### config.mk
export PLATFORM = sky130hd
export DESIGN_NAME = integer_to_ascii_radix
export DESIGN_NICKNAME = d
export VERILOG_FILES = /design/src/rtl/itoa_pkg.sv /design/src/rtl/itoa_dp.sv /design/src/rtl/itoa_ctrl.sv /design/src/rtl/integer_to_ascii_radix.sv
export SDC_FILE = /design/constraint.sdc
export NUM_CORES = 1
export LEC_CHECK = 0
export ABC_AREA = 1
export BUFFER_PORTS_ARGS = -buffer_cell sky130_fd_sc_hd__buf_4
export CAP_MARGIN = 10
export CORE_AREA = 2 2 149 151
export DETAILED_ROUTE_END_ITERATION = 8
export DIE_AREA = 0 0 151 153
export PLACE_DENSITY = 0.75
export RECOVER_POWER = 100
export SYNTH_ARGS = -nofsm -noshare
export SYNTH_HDL_FRONTEND = slang
export SYNTH_SLANG_ARGS = --single-unit
### constraint.sdc
create_clock -name clk -period 12.3 [get_ports clk]
set_input_delay 2.46 -clock clk [delete_from_list [all_inputs] [get_ports clk]]
set_output_delay 2.46 -clock clk [all_outputs]
set_load 0.01 [all_outputs]
### src/rtl/itoa_pkg.sv
// Shared constants, command/status structs and the digit-to-character
// function of the integer-to-ASCII converter. No dependencies.
`default_nettype none

package itoa_pkg;

  // Conversion width and its default.
  localparam int VALUE_BITS_DEF = 32;

  // Bits of the working value consumed per division cycle.
  localparam int STEP_BITS = 8;

  // Field widths of the result word.
  localparam int CHAR_W  = 8;
  localparam int LEN_W   = 6;
  localparam int DIGIT_W = 4;

  // Radix register.
  localparam int          RADIX_W     = 5;
  localparam logic [4:0]  RADIX_RESET = 5'd10;
  localparam logic [4:0]  RADIX_MIN   = 5'd2;
  localparam logic [4:0]  RADIX_MAX   = 5'd16;

  // Configuration port.
  localparam int          ADDR_W      = 3;
  localparam int          DATA_W      = 32;
  localparam logic [0:0]  RADIX_WORD  = 1'b0;

  // Character codes.
  localparam logic [7:0] ZERO_CODE   = 8'd48;
  localparam logic [7:0] LETTER_CODE = 8'd55;
  localparam logic [7:0] MINUS_CODE  = 8'd45;
  localparam logic [7:0] TERM_CODE   = 8'd0;

  // Commands from the controller to the datapath.
  typedef struct packed {
    logic load;        // Take a new input word.
    logic step;        // Run one division cycle.
    logic emit_sign;   // Load the minus sign into the output register.
    logic emit_digit;  // Load the read digit into the output register.
    logic emit_term;   // Load the terminator into the output register.
    logic next_digit;  // Move the read pointer to the next lower digit.
  } cmd_t;

  // Status from the datapath to the controller.
  typedef struct packed {
    logic conv_done;   // The last digit is being written this cycle.
    logic neg;         // The current value is negative.
    logic idx_zero;    // The read pointer is at the least significant digit.
    logic slot_free;   // The output register can take a word this cycle.
  } sts_t;

  // Map a digit to '0'-'9' or 'A'-'F'.
  function automatic logic [CHAR_W-1:0] digit_char(input logic [DIGIT_W-1:0] d);
    logic [CHAR_W-1:0] ext;
    ext = {{(CHAR_W-DIGIT_W){1'b0}}, d};
    if (d < 4'd10) begin
      digit_char = ZERO_CODE + ext;
    end else begin
      digit_char = LETTER_CODE + ext;
    end
  endfunction

endpackage

`default_nettype wire

### src/rtl/itoa_dp.sv
// Datapath of the integer-to-ASCII converter: chunked radix divider,
// digit memory, read pointer and output register. Uses itoa_pkg.
`default_nettype none

module itoa_dp
  import itoa_pkg::*;
#(
  parameter int VALUE_BITS = VALUE_BITS_DEF
) (
  input  wire logic                  clk,
  input  wire logic                  rst_n,
  input  wire cmd_t                  cmd,
  output      sts_t                  sts,
  input  wire logic [VALUE_BITS-1:0] value,
  input  wire logic [RADIX_W-1:0]    radix,
  input  wire logic                  out_ready,
  output      logic                  out_valid,
  output      logic [CHAR_W-1:0]     out_character,
  output      logic                  out_last,
  output      logic [LEN_W-1:0]      out_length
);

  localparam int CHUNKS  = (VALUE_BITS + STEP_BITS - 1) / STEP_BITS;
  localparam int PAD_W   = CHUNKS * STEP_BITS;
  localparam int CHUNK_W = (CHUNKS > 1) ? $clog2(CHUNKS) : 1;
  localparam int CNT_W   = $clog2(VALUE_BITS + 1);
  localparam int IDX_W   = $clog2(VALUE_BITS);

  logic [PAD_W-1:0]   mag_r;
  logic [DIGIT_W-1:0] rem_r;
  logic [RADIX_W-1:0] base_r;
  logic [CHUNK_W-1:0] chunk_r;
  logic [CNT_W-1:0]   cnt_r;
  logic [IDX_W-1:0]   idx_r;
  logic               neg_r;
  logic [DIGIT_W-1:0] rd_r;

  logic [DIGIT_W-1:0] store_m [VALUE_BITS];

  logic               out_valid_r;
  logic [CHAR_W-1:0]  char_r;
  logic               last_r;
  logic [LEN_W-1:0]   len_r;

  logic [PAD_W-1:0]      mag_nxt;
  logic [DIGIT_W-1:0]    rem_nxt;
  logic [RADIX_W-1:0]    base_sat;
  logic [VALUE_BITS-1:0] abs_val;
  logic                  last_chunk;
  logic [CNT_W:0]        len_full;

  // One division cycle: STEP_BITS restoring steps on a 4-bit remainder.
  always_comb begin
    logic [PAD_W-1:0]   w;
    logic [DIGIT_W-1:0] r;
    logic [DIGIT_W:0]   t;
    logic               q;
    w = mag_r;
    r = rem_r;
    for (int k = 0; k < STEP_BITS; k++) begin
      t = {r, w[PAD_W-1]};
      q = (t >= base_r);
      if (q) begin
        r = DIGIT_W'(t - base_r);
      end else begin
        r = t[DIGIT_W-1:0];
      end
      w = {w[PAD_W-2:0], q};
    end
    mag_nxt = w;
    rem_nxt = r;
  end

  always_comb begin
    if (radix < RADIX_MIN) begin
      base_sat = RADIX_MIN;
    end else if (radix > RADIX_MAX) begin
      base_sat = RADIX_MAX;
    end else begin
      base_sat = radix;
    end
  end

  assign abs_val    = value[VALUE_BITS-1] ? (~value + 1'b1) : value;
  assign last_chunk = (chunk_r == CHUNK_W'(CHUNKS - 1));
  assign len_full   = {1'b0, cnt_r} + (CNT_W+1)'(neg_r) + 1'b1;

  assign sts.conv_done = cmd.step && last_chunk &&
                         ((mag_nxt == '0) || (cnt_r == CNT_W'(VALUE_BITS - 1)));
  assign sts.neg       = neg_r;
  assign sts.idx_zero  = (idx_r == '0);
  assign sts.slot_free = !out_valid_r || out_ready;

  always_ff @(posedge clk) begin
    if (!rst_n) begin
      mag_r   <= '0;
      rem_r   <= '0;
      base_r  <= RADIX_RESET;
      chunk_r <= '0;
      cnt_r   <= '0;
      idx_r   <= '0;
      neg_r   <= 1'b0;
    end else if (cmd.load) begin
      mag_r   <= PAD_W'(abs_val);
      rem_r   <= '0;
      base_r  <= base_sat;
      chunk_r <= '0;
      cnt_r   <= '0;
      neg_r   <= value[VALUE_BITS-1];
    end else if (cmd.step) begin
      mag_r <= mag_nxt;
      if (last_chunk) begin
        rem_r   <= '0;
        chunk_r <= '0;
        cnt_r   <= cnt_r + 1'b1;
        idx_r   <= cnt_r[IDX_W-1:0];
      end else begin
        rem_r   <= rem_nxt;
        chunk_r <= chunk_r + 1'b1;
      end
    end else if (cmd.next_digit) begin
      idx_r <= idx_r - 1'b1;
    end
  end

  // Digit memory: written least significant first, read back in reverse.
  always_ff @(posedge clk) begin
    if (cmd.step && last_chunk) begin
      store_m[cnt_r[IDX_W-1:0]] <= rem_nxt;
    end
    rd_r <= store_m[idx_r];
  end

  always_ff @(posedge clk) begin
    if (!rst_n) begin
      out_valid_r <= 1'b0;
    end else if (cmd.emit_sign || cmd.emit_digit || cmd.emit_term) begin
      out_valid_r <= 1'b1;
    end else if (out_ready) begin
      out_valid_r <= 1'b0;
    end
  end

  always_ff @(posedge clk) begin
    if (cmd.emit_sign) begin
      char_r <= MINUS_CODE;
      last_r <= 1'b0;
      len_r  <= '0;
    end else if (cmd.emit_digit) begin
      char_r <= digit_char(rd_r);
      last_r <= 1'b0;
      len_r  <= '0;
    end else if (cmd.emit_term) begin
      char_r <= TERM_CODE;
      last_r <= 1'b1;
      len_r  <= LEN_W'(len_full);
    end
  end

  assign out_valid     = out_valid_r;
  assign out_character = char_r;
  assign out_last      = last_r;
  assign out_length    = len_r;

endmodule

`default_nettype wire

### src/rtl/itoa_ctrl.sv
// Controller state machine of the integer-to-ASCII converter: sequences
// division, sign, digits and terminator. Uses itoa_pkg.
`default_nettype none

module itoa_ctrl
  import itoa_pkg::*;
(
  input  wire logic clk,
  input  wire logic rst_n,
  input  wire logic in_valid,
  output      logic in_ready,
  input  wire sts_t sts,
  output      cmd_t cmd
);

  localparam logic [2:0] ST_IDLE = 3'd0;
  localparam logic [2:0] ST_DIV  = 3'd1;
  localparam logic [2:0] ST_SIGN = 3'd2;
  localparam logic [2:0] ST_RD   = 3'd3;
  localparam logic [2:0] ST_DIG  = 3'd4;
  localparam logic [2:0] ST_TERM = 3'd5;

  logic [2:0] state_r;
  logic [2:0] state_nxt;

  always_comb begin
    state_nxt = state_r;
    cmd       = '0;
    in_ready  = 1'b0;
    case (state_r)
      ST_IDLE: begin
        in_ready = 1'b1;
        if (in_valid) begin
          cmd.load  = 1'b1;
          state_nxt = ST_DIV;
        end
      end
      ST_DIV: begin
        cmd.step = 1'b1;
        if (sts.conv_done) begin
          state_nxt = ST_SIGN;
        end
      end
      ST_SIGN: begin
        if (!sts.neg) begin
          state_nxt = ST_RD;
        end else if (sts.slot_free) begin
          cmd.emit_sign = 1'b1;
          state_nxt     = ST_RD;
        end
      end
      ST_RD: begin
        state_nxt = ST_DIG;
      end
      ST_DIG: begin
        if (sts.slot_free) begin
          cmd.emit_digit = 1'b1;
          if (sts.idx_zero) begin
            state_nxt = ST_TERM;
          end else begin
            cmd.next_digit = 1'b1;
            state_nxt      = ST_RD;
          end
        end
      end
      ST_TERM: begin
        if (sts.slot_free) begin
          cmd.emit_term = 1'b1;
          state_nxt     = ST_IDLE;
        end
      end
      default: begin
        state_nxt = ST_IDLE;
      end
    endcase
  end

  always_ff @(posedge clk) begin
    if (!rst_n) begin
      state_r <= ST_IDLE;
    end else begin
      state_r <= state_nxt;
    end
  end

endmodule

`default_nettype wire

### src/rtl/integer_to_ascii_radix.sv
// Integer-to-ASCII converter, top level: radix register, controller, datapath.
// The divider works through the value in STEP_BITS-bit chunks, one digit per
// pass; each digit is then read and emitted, after a minus sign for a negative
// value, and a terminator word follows. One value is converted at a time.
// Reset (synchronous, active low) idles the controller and restores radix 10.
`default_nettype none

module integer_to_ascii_radix
  import itoa_pkg::*;
#(
  parameter int VALUE_BITS = VALUE_BITS_DEF
) (
  input  wire logic                  clk,
  input  wire logic                  rst_n,

  // Input channel: one signed value per word.
  input  wire logic                  in_valid,
  output      logic                  in_ready,
  input  wire logic [VALUE_BITS-1:0] in_value,

  // Result channel: one character per word, the terminator marked last.
  output      logic                  out_valid,
  input  wire logic                  out_ready,
  output      logic [CHAR_W-1:0]     out_character,
  output      logic                  out_last,
  output      logic [LEN_W-1:0]      out_length,

  // Configuration port.
  input  wire logic                  psel,
  input  wire logic                  penable,
  input  wire logic                  pwrite,
  input  wire logic [ADDR_W-1:0]     paddr,
  input  wire logic [DATA_W-1:0]     pwdata,
  output      logic [DATA_W-1:0]     prdata,
  output      logic                  pready
);

  logic [RADIX_W-1:0] radix_r;
  logic               radix_sel;
  cmd_t               cmd;
  sts_t               sts;

  // The radix register sits at word 0; other words read as zero and
  // ignore writes. The port never stalls.
  assign pready    = 1'b1;
  assign radix_sel = (paddr[ADDR_W-1:2] == (ADDR_W-2)'(RADIX_WORD));

  always_ff @(posedge clk) begin
    if (!rst_n) begin
      radix_r <= RADIX_RESET;
    end else if (psel && penable && pwrite && radix_sel) begin
      radix_r <= pwdata[RADIX_W-1:0];
    end
  end

  assign prdata = radix_sel ? DATA_W'(radix_r) : '0;

  // The controller runs the divider once per digit, then walks the digit
  // memory from the most significant digit down, one output word at a time.
  // A new value is accepted as soon as the terminator is in the output
  // register, even while that word still waits to be taken.
  itoa_ctrl u_ctrl (
    .clk      (clk),
    .rst_n    (rst_n),
    .in_valid (in_valid),
    .in_ready (in_ready),
    .sts      (sts),
    .cmd      (cmd)
  );

  // The datapath saturates the radix into two to sixteen when the value is
  // loaded, so a later radix write does not disturb a conversion in flight.
  itoa_dp #(
    .VALUE_BITS (VALUE_BITS)
  ) u_dp (
    .clk           (clk),
    .rst_n         (rst_n),
    .cmd           (cmd),
    .sts           (sts),
    .value         (in_value),
    .radix         (radix_r),
    .out_ready     (out_ready),
    .out_valid     (out_valid),
    .out_character (out_character),
    .out_last      (out_last),
    .out_length    (out_length)
  );

endmodule

`default_nettype wire

Word-level counts from Yosys, hierarchy flattened
Memories as Yosys holds them, arrays and structs flattened. A register that Yosys moved wholly into a read port is not among the register bits. Index checks and enable logic that the tools add are counted.

Word-level logic and storage cells: 126. Flip-flop bits (word level): 79. Memories: 1. Bits of input ports: 74. Output and inout port bits: 50. RAM bits: 128.

Equal/unequal tests: 13. Reduce and logical (&&, ||, !) cells: 22. Muxes and demuxes: 46. Add/sub/neg operators: 16. Bitwise gates (word level): 4. Order comparisons: 11.

Memories: u_dp.store_m (words 32, bits a word 4, read ports 1, clocked after memory_dff 1, wr ports 1, RTL line itoa_dp.sv:38) `logic [DIGIT_W-1:0] store_m [VALUE_BITS];`.

Operators with widths (count): two-way mux 32 bit (3); greater-or-equal comparator 5 bit (8); two-way mux 4 bit (9); adder 32 x 1 -> 32 bit (second input constant) (1); zero test 32 bit (1); NOT 32 bit (1); subtractor 4 bit (8); two-way mux 5 bit (6); two-way mux 8 bit (3); two-way mux 3 bit (7); case mux 3 bit (6 select lines) (1); two-way mux 1 bit (16); adder 6 x 4 -> 7 bit (first input constant) (2); adder 6 x 1 -> 6 bit (second input constant) (2); inequality test 2 bit (second input constant) (5); nonzero test 2 bit (4); adder 6 x 1 -> 6 bit (1); == test 3 x 2 -> 1 bit (second input constant) (2); == test 3 bit (second input constant) (2); == test 6 x 5 -> 1 bit (second input constant) (1); > comparator 5 bit (second input constant) (1); logical AND 1 bit (5); zero test 5 bit (1); < comparator 5 x 2 -> 1 bit (second input constant) (1); 15 further kinds (21).

Longest topological paths before layout
Gate-level depths: netlist (run 1).

Word-level depth: 20. Mapped depth: 78. Gate-level depth less buffers: 78.

Modules after synthesis
Synthesis (run 1) repeated with hierarchy kept, for this count alone.

Cell total of the unflattened synthesis: 1448. Area total of the unflattened synthesis: 11923.9 um^2.

Modules (own cells, without submodules): itoa_dp (times used 1, cells each 1317, seq. area each 5325.1 um^2, area each 11118.2 um^2); integer_to_ascii_radix (times used 1, cells each 74, seq. area each 100.1 um^2, area each 490.5 um^2); itoa_ctrl (times used 1, cells each 57, seq. area each 60.1 um^2, area each 315.3 um^2).

Worst setup path before layout (run 1)
OpenSTA, ideal clock, no wires.

Path type: reg-to-reg. From: register u_dp.base_r[1]. To: memory u_dp.store_m[0][0], data pin. Data required time: 11.836 ns. Buffers on the path: 0. Stages on the path, launching flop included: 63. Data arrival time: 9.889 ns. Setup time: 0.464 ns. Path slack: 1.947 ns. Period minus slack after synthesis: 10.353 ns. Cell sequence: dfxtp_1 -> inv_1 -> ha_1 -> nand2_1 -> inv_1 -> nand3_1 -> nand2_1 -> nor2_2 -> inv_1 -> nand2_1 -> nand2_1 -> ha_1 -> nand2_1 -> nand2_1 -> nand2_1 -> nand2_1 -> nor2_2 -> nand2_1 -> (+27 left out) -> nand2_1 -> nand2_1 -> nor2_1 -> nand3_1 -> and2_1 -> ha_1 -> a21oi_1 -> nor2_1 -> nor2_1 -> or2_2 -> nand2_1 -> ha_1 -> nand2_1 -> inv_1 -> nand3_1 -> nand2_1 -> nor2_1 -> o21ai_0.

Cells in the longest elaborated chain, start to end: 16. Elaborated cells between the ends (all ways): 23. Those cells by class: add/sub: 7; order compare: 8; mux: 8.

RTL lines: start, declared (RTL line itoa_dp.sv:31) `logic [RADIX_W-1:0] base_r;`; start signal, assigned (RTL line itoa_dp.sv:106) `base_r <= base_sat;`; subtractor 4 bit or greater-or-equal comparator 5 bit (tied branches) (RTL line itoa_dp.sv:64, itoa_dp.sv:62); two-way mux 4 bit (RTL line itoa_dp.sv:63) `if (q) begin`; subtractor 4 bit or greater-or-equal comparator 5 bit (tied branches) (RTL line itoa_dp.sv:64, itoa_dp.sv:62); two-way mux 4 bit (RTL line itoa_dp.sv:63); subtractor 4 bit or greater-or-equal comparator 5 bit (tied branches) (RTL line itoa_dp.sv:64, itoa_dp.sv:62); two-way mux 4 bit (RTL line itoa_dp.sv:63); greater-or-equal comparator 5 bit or subtractor 4 bit (tied branches) (RTL line itoa_dp.sv:62, itoa_dp.sv:64); two-way mux 4 bit (RTL line itoa_dp.sv:63); subtractor 4 bit or greater-or-equal comparator 5 bit (tied branches) (RTL line itoa_dp.sv:64, itoa_dp.sv:62); two-way mux 4 bit (RTL line itoa_dp.sv:63); subtractor 4 bit or greater-or-equal comparator 5 bit (tied branches) (RTL line itoa_dp.sv:64, itoa_dp.sv:62); two-way mux 4 bit (RTL line itoa_dp.sv:63); subtractor 4 bit or greater-or-equal comparator 5 bit (tied branches) (RTL line itoa_dp.sv:64, itoa_dp.sv:62); two-way mux 4 bit (RTL line itoa_dp.sv:63); greater-or-equal comparator 5 bit * (RTL line itoa_dp.sv:62) `q = (t >= base_r);`; two-way mux 4 bit * (RTL line itoa_dp.sv:63); via u_dp.rem_nxt[0] (RTL line itoa_dp.sv:46) `logic [DIGIT_W-1:0] rem_nxt;`; end, declared (RTL line itoa_dp.sv:38).

The timed path passes the listed nets; every way through them passes the cells marked *.

Worst setup path in the final report (run 1)
From: register u_dp.base_r[2]. To: memory u_dp.store_m[12][2], data pin.

Cells in the longest elaborated chain, start to end: 16. Elaborated cells between the ends (all ways): 24. Those cells by class: add/sub: 8; order compare: 8; mux: 8.

RTL lines (RTL line): subtractor 4 bit or greater-or-equal comparator 5 bit (tied branches) (itoa_dp.sv:64, itoa_dp.sv:62); two-way mux 4 bit (itoa_dp.sv:63); subtractor 4 bit or greater-or-equal comparator 5 bit (tied branches) (itoa_dp.sv:64, itoa_dp.sv:62); two-way mux 4 bit (itoa_dp.sv:63); greater-or-equal comparator 5 bit or subtractor 4 bit (tied branches) (itoa_dp.sv:62, itoa_dp.sv:64); two-way mux 4 bit (itoa_dp.sv:63); subtractor 4 bit or greater-or-equal comparator 5 bit (tied branches) (itoa_dp.sv:64, itoa_dp.sv:62); two-way mux 4 bit (itoa_dp.sv:63); subtractor 4 bit or greater-or-equal comparator 5 bit (tied branches) (itoa_dp.sv:64, itoa_dp.sv:62); two-way mux 4 bit (itoa_dp.sv:63); subtractor 4 bit or greater-or-equal comparator 5 bit (tied branches) (itoa_dp.sv:64, itoa_dp.sv:62); two-way mux 4 bit (itoa_dp.sv:63); greater-or-equal comparator 5 bit or subtractor 4 bit (tied branches) (itoa_dp.sv:62, itoa_dp.sv:64); two-way mux 4 bit (itoa_dp.sv:63); subtractor 4 bit or greater-or-equal comparator 5 bit (tied branches) (itoa_dp.sv:64, itoa_dp.sv:62); two-way mux 4 bit * (itoa_dp.sv:63); via u_dp.rem_nxt[2] (itoa_dp.sv:46).

Marked as above.

==> flow_summary.yaml, run 1 <==
sta:
  setup_violations: 0
  tightest_slew_ns: 1.55
  skew_ns: 0.0129
  fmax_mhz: 90.1
  rsz0062_at_grt: "no"
  finalSetupTns_ns: 0
  fin_crit_sh_pct: 90.2
  period_minus_slack_ns: 11.10
  maxSlewHeadroom_pct: -3.37
  holdWs_ns: 0.461
  maxSlewViolCount: 29
  finalHoldViolations: 0
global_route:
  grt_usage_pct: 24.6
  antenna_found_initial: 0
  grt_max_degree: 66
  grt_pass1_vias: 9185
  gr-total-overflow: 0
  grt_pass1_wl_microns: 45800
drt:
  totalWireLength_microns: 28800
  post_drt_wl_per_cell_microns: 16.2
  drc: 0
  antenna_left: 0
  drtPass1Iterations: 5
  viasPerCell: 5.55
  num_vias: 9857
  drt_iter0_markers: 707
setup_path:
  cp_max_fo: 32
  crit_type: "register to register"
  critPathRequiredTime_ns: 12.57
  crit_path_end_kind: "register"
  max_stage_delay_ns: 0.39
  cp.arrival_ns: 11.36
  startpoint_type: "register"
  crit_family: "simple AND/OR/NAND/NOR gates"
  path_buf_inv: 12
  cp_slowest_cell: "clkbuf_4"
  crit_top_cell: "nand2_1"
floorplanning:
  core_sq_mm: 0.0215
  initial_utilization_pct: 54.6
  io_pins: 124
  die-area_sq_mm: 0.0231
  rows: 54
  die_h_microns: 153
  die_width_microns: 151
cts:
  cts_hold_buffers: 0
  clock_latency_ns: 0.51
  post_cts_resized: 0
  cts_setup_buffers: 0
  clk_pin_slew_ns: 0.06
  tritoncts: "built"
  cts_made_buffers: 22
  h-tree-depth: 1
  cts_root_buf: "clkbuf_16"
  clock-sinks: 210
  cts_buffer_depth: 3
yosys:
  synth_edf_count: 128
  synth_common_cells: "nand2_1 (285), nor2_1 (182), inv_1 (167), edfxtp_1 (128), o21ai_0 (116)"
  synth_ff_type: "edfxtp_1"
  postSynth.asyncResetShare_pct: 0
  synth_cell_type_count: 49
  synth_area_sq_mm: 0.0117
  yosysMostFrequentCell: "nand2_1"
  synth_area_leaders: "edfxtp_1 (33%), dfxtp_1 (14%), nand2_1 (9.1%), nor2_1 (5.8%), ha_1 (5.4%)"
  seq_area_frac_synth_pct: 46.8
  post-synth-top-area-cell: "edfxtp_1"
  ys_ff_latch: 210
  netlist_instances: 1425
  synth_top_area_share_pct: 32.8
  yosysWarnings: 0
  synth.avg_cell_area_sq_um: 8.23
place:
  dp_hpwl_microns: 20000
  io_buffers: 65
  gp_congestion: 0.900
job:
  cap_violations: 1
layout:
  antenna_cells: 0
  nNetsFinal: 1612
  synthToLayoutAreaGrowth_pct: 10.2
  drive_gt1_share_pct: 6.89
min_path:
  hp-class: "register to register"
status:
  outcome: "finished with violations"
  violations: "max-capacitance violations, max-slew violations"
==> layout make-up <==
class	instances	area [sq um]
Clock inverter	5	45.0
Tap cell	280	350
Sequential cell	210	5490
Timing Repair Buffer	78	488
Multi-Input combinational cell	995	5260
Clock buffer	35	641
Inverter	172	646
Fill cell	1922	8570
==> path summary, 6_finish.rpt <==
path                  startpoint               endpoint  slack [ns]  cells after the start
setup / recovery  u_dp.base_r[2]    u_dp.store_m[12][2]        1.20                     65
hold / removal      u_dp.rd_r[3]  u_dp.out_character[3]        0.46                      2
setup reg to reg  u_dp.base_r[2]    u_dp.store_m[12][2]        1.20                     65
hold reg to reg     u_dp.rd_r[3]  u_dp.out_character[3]        0.46                      2
==> metrics by stage <==
step                      worst slack (ns)  util, %  instances  area (sq um)
after floorplan                       1.95        -       1452         11800
after global placement                1.09     57.5       1735         12400
after detailed placement             0.917     57.5       1735         12400
after CTS                            0.894     60.7       1775         13000
after global routing                0.0494     60.1       1775         12900
final                                 1.20     60.1       1775         12900
==> tightest hold or removal path, delay by kind of cell, from the launching register on <==
kind / cells / cell delay [ns]
simple gates: 2 / 0.11
flops: 1 / 0.31
==> cells in the final DEF, fill, tap and decap left out, types with 4 or more instances in the layout <==
| master | count |
|---|---|
| a21oi_1 | 58 |
| a31oi_1 | 19 |
| buf_4 | 48 |
| clkbuf_1 | 36 |
| clkbuf_16 | 23 |
| clkbuf_4 | 4 |
| conb_1 | 29 |
| dfxtp_1 | 82 |
| edfxtp_1 | 128 |
| fa_1 | 8 |
| ha_1 | 51 |
| inv_1 | 170 |
| nand2_1 | 286 |
| nand3_1 | 87 |
| nand3b_1 | 6 |
| nand4_1 | 11 |
| nor2_1 | 182 |
| nor2_2 | 7 |
| nor3_1 | 14 |
| o211ai_1 | 12 |
| o21ai_0 | 118 |
| o221ai_1 | 16 |
| o22ai_1 | 32 |
| o31ai_1 | 4 |
| or2_2 | 6 |
| xnor2_1 | 11 |
| xor2_1 | 14 |
==> sequential cells by signal, summed over array words and instances, names as in the netlist <==
name,count
u_dp.out_last,1
u_dp.idx_r,5
u_dp.rem_r,4
radix_r,5
u_ctrl.state_r,3
u_dp.out_valid,1
u_dp.chunk_r,2
u_dp.out_character,7
u_dp.base_r,5
u_dp.store_m,128
u_dp.rd_r,4
u_dp.neg_r,1
u_dp.mag_r,32
u_dp.cnt_r,6
u_dp.out_length,6
==> cells by family (layout without fill, tap and decap cells) <==
group,Yosys count,count (layout),share of synthesized area (%)
AOI/OAI and AO/OA,271,271,13.4
xor gates and xnor gates,25,25,1.87
adders and majority gates,59,59,6.81
buffers and inverters,247,290,8.97
DFF,210,210,46.8
other,2,29,0.0641
and+or+nand+nor,611,611,22.1
==> per-layer routing <==
metal / global-route usage, % / share of wire, %
met1: 33.1 / 42
met2: 41.6 / 48
met3: 3.01 / 6.9
met4: 7.57 / 2.5
met5: 0 / 0
Power of run 1 is not shown: default switching activity piles up to over one toggle a cycle in this logic, so the estimate is an artifact.
==> run 2: changes to the inputs <==
- CELL_PAD_IN_SITES_DETAIL_PLACEMENT: unset -> 0
- CELL_PAD_IN_SITES_GLOBAL_PLACEMENT: unset -> 1
- CORE_AREA: 2 2 149 151 -> 2 2 165 167
- DIE_AREA: 0 0 151 153 -> 0 0 167 169
- PLACE_DENSITY: 0.75 -> 0.92
==> run 2 against run 1 <==
  * The flow still finishes with violations (max-capacitance violations, max-slew violations)
  * Via count is 1.9% lower
  * Clock skew is 0.0049 ns lower
  * Core utilization is 11 points lower
  * Hold slack better by 0.0059 ns
  * Routed wire length is 2.6% higher
  * Die area is 22% higher
  * Cell count is 3.7% higher
  * Count of clock-buffer cells in the layout is 8 lower
  * Maximum frequency is 1.0% higher
  * Cell area is 0.75% higher
  * Global-route usage is 4.1 points lower
  * Largest cell class unchanged
  * Critical path depth is 6 higher
==> flow_summary.yaml, run 2 (synthesized netlist as in run 1, its figures left out) <==
sta:
  rsz0062_at_grt: "no"
  finalHoldViolations: 0
  period_minus_slack_ns: 10.98
  finalSetupTns_ns: 0
  fmax_mhz: 91.0
  maxSlewViolCount: 43
  skew_ns: 0.00799
  setup_violations: 0
  tightest_slew_ns: 1.82
  fin_crit_sh_pct: 89.3
  maxSlewHeadroom_pct: -21.3
drt:
  viasPerCell: 5.26
  totalWireLength_microns: 29600
  drt_iter0_markers: 677
  num_vias: 9674
  post_drt_wl_per_cell_microns: 16.1
  drtPass1Iterations: 5
  antenna_left: 0
  drc: 0
global_route:
  grt_usage_pct: 20.5
  grt_pass1_vias: 9057
  grt_max_degree: 63
  grt_pass1_wl_microns: 46800
  gr-total-overflow: 0
  antenna_found_initial: 0
setup_path:
  critPathRequiredTime_ns: 12.73
  crit_path_end_kind: "register"
  crit_top_cell: "nand2_1"
  max_stage_delay_ns: 0.41
  cp.arrival_ns: 11.41
  crit_type: "register to register"
  startpoint_type: "register"
  cp_slowest_cell: "nor2_2"
  cp_max_fo: 33
status:
  outcome: "finished with violations"
  violations: "max-capacitance violations, max-slew violations"
layout:
  layout_commonest_cell: "nand2_1"
  antenna_cells: 0
  nFillCells: 2558
  largest_reg_flops: 128
  synthToLayoutAreaGrowth_pct: 11.0
  mostFrequentLayoutCells: "nand2_1 (286), nor2_1 (186), inv_1 (170), edfxtp_1 (128), o21ai_0 (114)"
  nNetsFinal: 1616
  drive_gt1_share_pct: 7.14
floorplanning:
  die-area_sq_mm: 0.0282
  io_pins: 124
  die_width_microns: 167
  core_sq_mm: 0.0265
  rows: 60
  initial_utilization_pct: 44.2
  die_h_microns: 169
place:
  gp_congestion: 0.863
  dp_hpwl_microns: 21200
  io_buffers: 65
job:
  cap_violations: 1
min_path:
  hp-class: "register to register"
cts:
  tritoncts: "built"
  cts_setup_buffers: 0
  h-tree-depth: 1
  cts_buffer_depth: 3
  clk_pin_slew_ns: 0.06
  cts_root_buf: "clkbuf_16"
  cts_made_buffers: 23
  clock_latency_ns: 0.51
  clock-sinks: 210
==> run 2: cell count changes in the layout (fill, tap and decap cells not counted), sizes merged <==
cell / before / now
clkinv: 4 / 12
clkbuf: 65 / 57
buf: 48 / 51
clkinvlp: 1 / 2
==> run 2: worst paths after layout <==
path	cells past startpoint	from	endpoint	slack, ns
max	71	u_dp.base_r[2]	u_dp.rem_r[1]	1.32
min	2	u_dp.chunk_r[1]	u_dp.chunk_r[1]	0.47
max reg2reg	71	u_dp.base_r[2]	u_dp.rem_r[1]	1.32
min reg2reg	2	u_dp.chunk_r[1]	u_dp.chunk_r[1]	0.47
==> run 2: through the flow <==
step | cells | setup slack (ns) | util [%] | hold slack [ns] | area (sq um)
after global routing | 1840 | 0.0129 | 49.1 | 0.480 | 13000
after floorplan | 1452 | 1.95 | - | 0.439 | 11800
after detailed placement | 1799 | 1.37 | 47.1 | 0.462 | 12500
after CTS | 1840 | 1.33 | 49.7 | 0.470 | 13200
after global placement | 1799 | 1.55 | 47.1 | 0.455 | 12500
final | 1840 | 1.32 | 49.1 | 0.467 | 13000
==> run 2: layer usage <==
layer / global-route usage [%] / vias to the layer above / part of all wire, %
li1: - / 4854 / -
met1: 28.1 / 4401 / 44
met2: 33.8 / 370 / 46
met3: 2.88 / 49 / 7.4
met4: 6.56 / 0 / 2.8
met5: 0 / - / 0
==> run 2: area by class of cell <==
class / count / area, sq um / share of cell area, %
Inverter: 172 / 646 / 4.96
Multi-Input combinational cell: 995 / 5240 / 40.3
Clock inverter: 14 / 80.1 / 0.616
Tap cell: 341 / 427 / 3.28
Timing Repair Buffer: 81 / 518 / 3.98
Clock buffer: 27 / 612 / 4.70
Sequential cell: 210 / 5490 / 42.2
==> run 2: what timing repair did <==
item,4_1_cts,5_1_grt
endpoints found under the setup margin,0,3
gates resized for setup,0,1
endpoints found under the hold margin,0,0
hold buffers,0,0
==> run 2: worst max-delay path: cells and delay by family (launching register included) <==
| family | cells | cell delay (ns) |
|---|---|---|
| AND/OR/NAND/NOR | 39 | 4.24 |
| AO/OA/AOI/OAI | 8 | 1.63 |
| buffers and inverters | 16 | 2.24 |
| flip-flops | 1 | 0.29 |
| adder cells (fa/ha/maj) | 8 | 2.47 |
Power of run 2 is left out for the same reason.
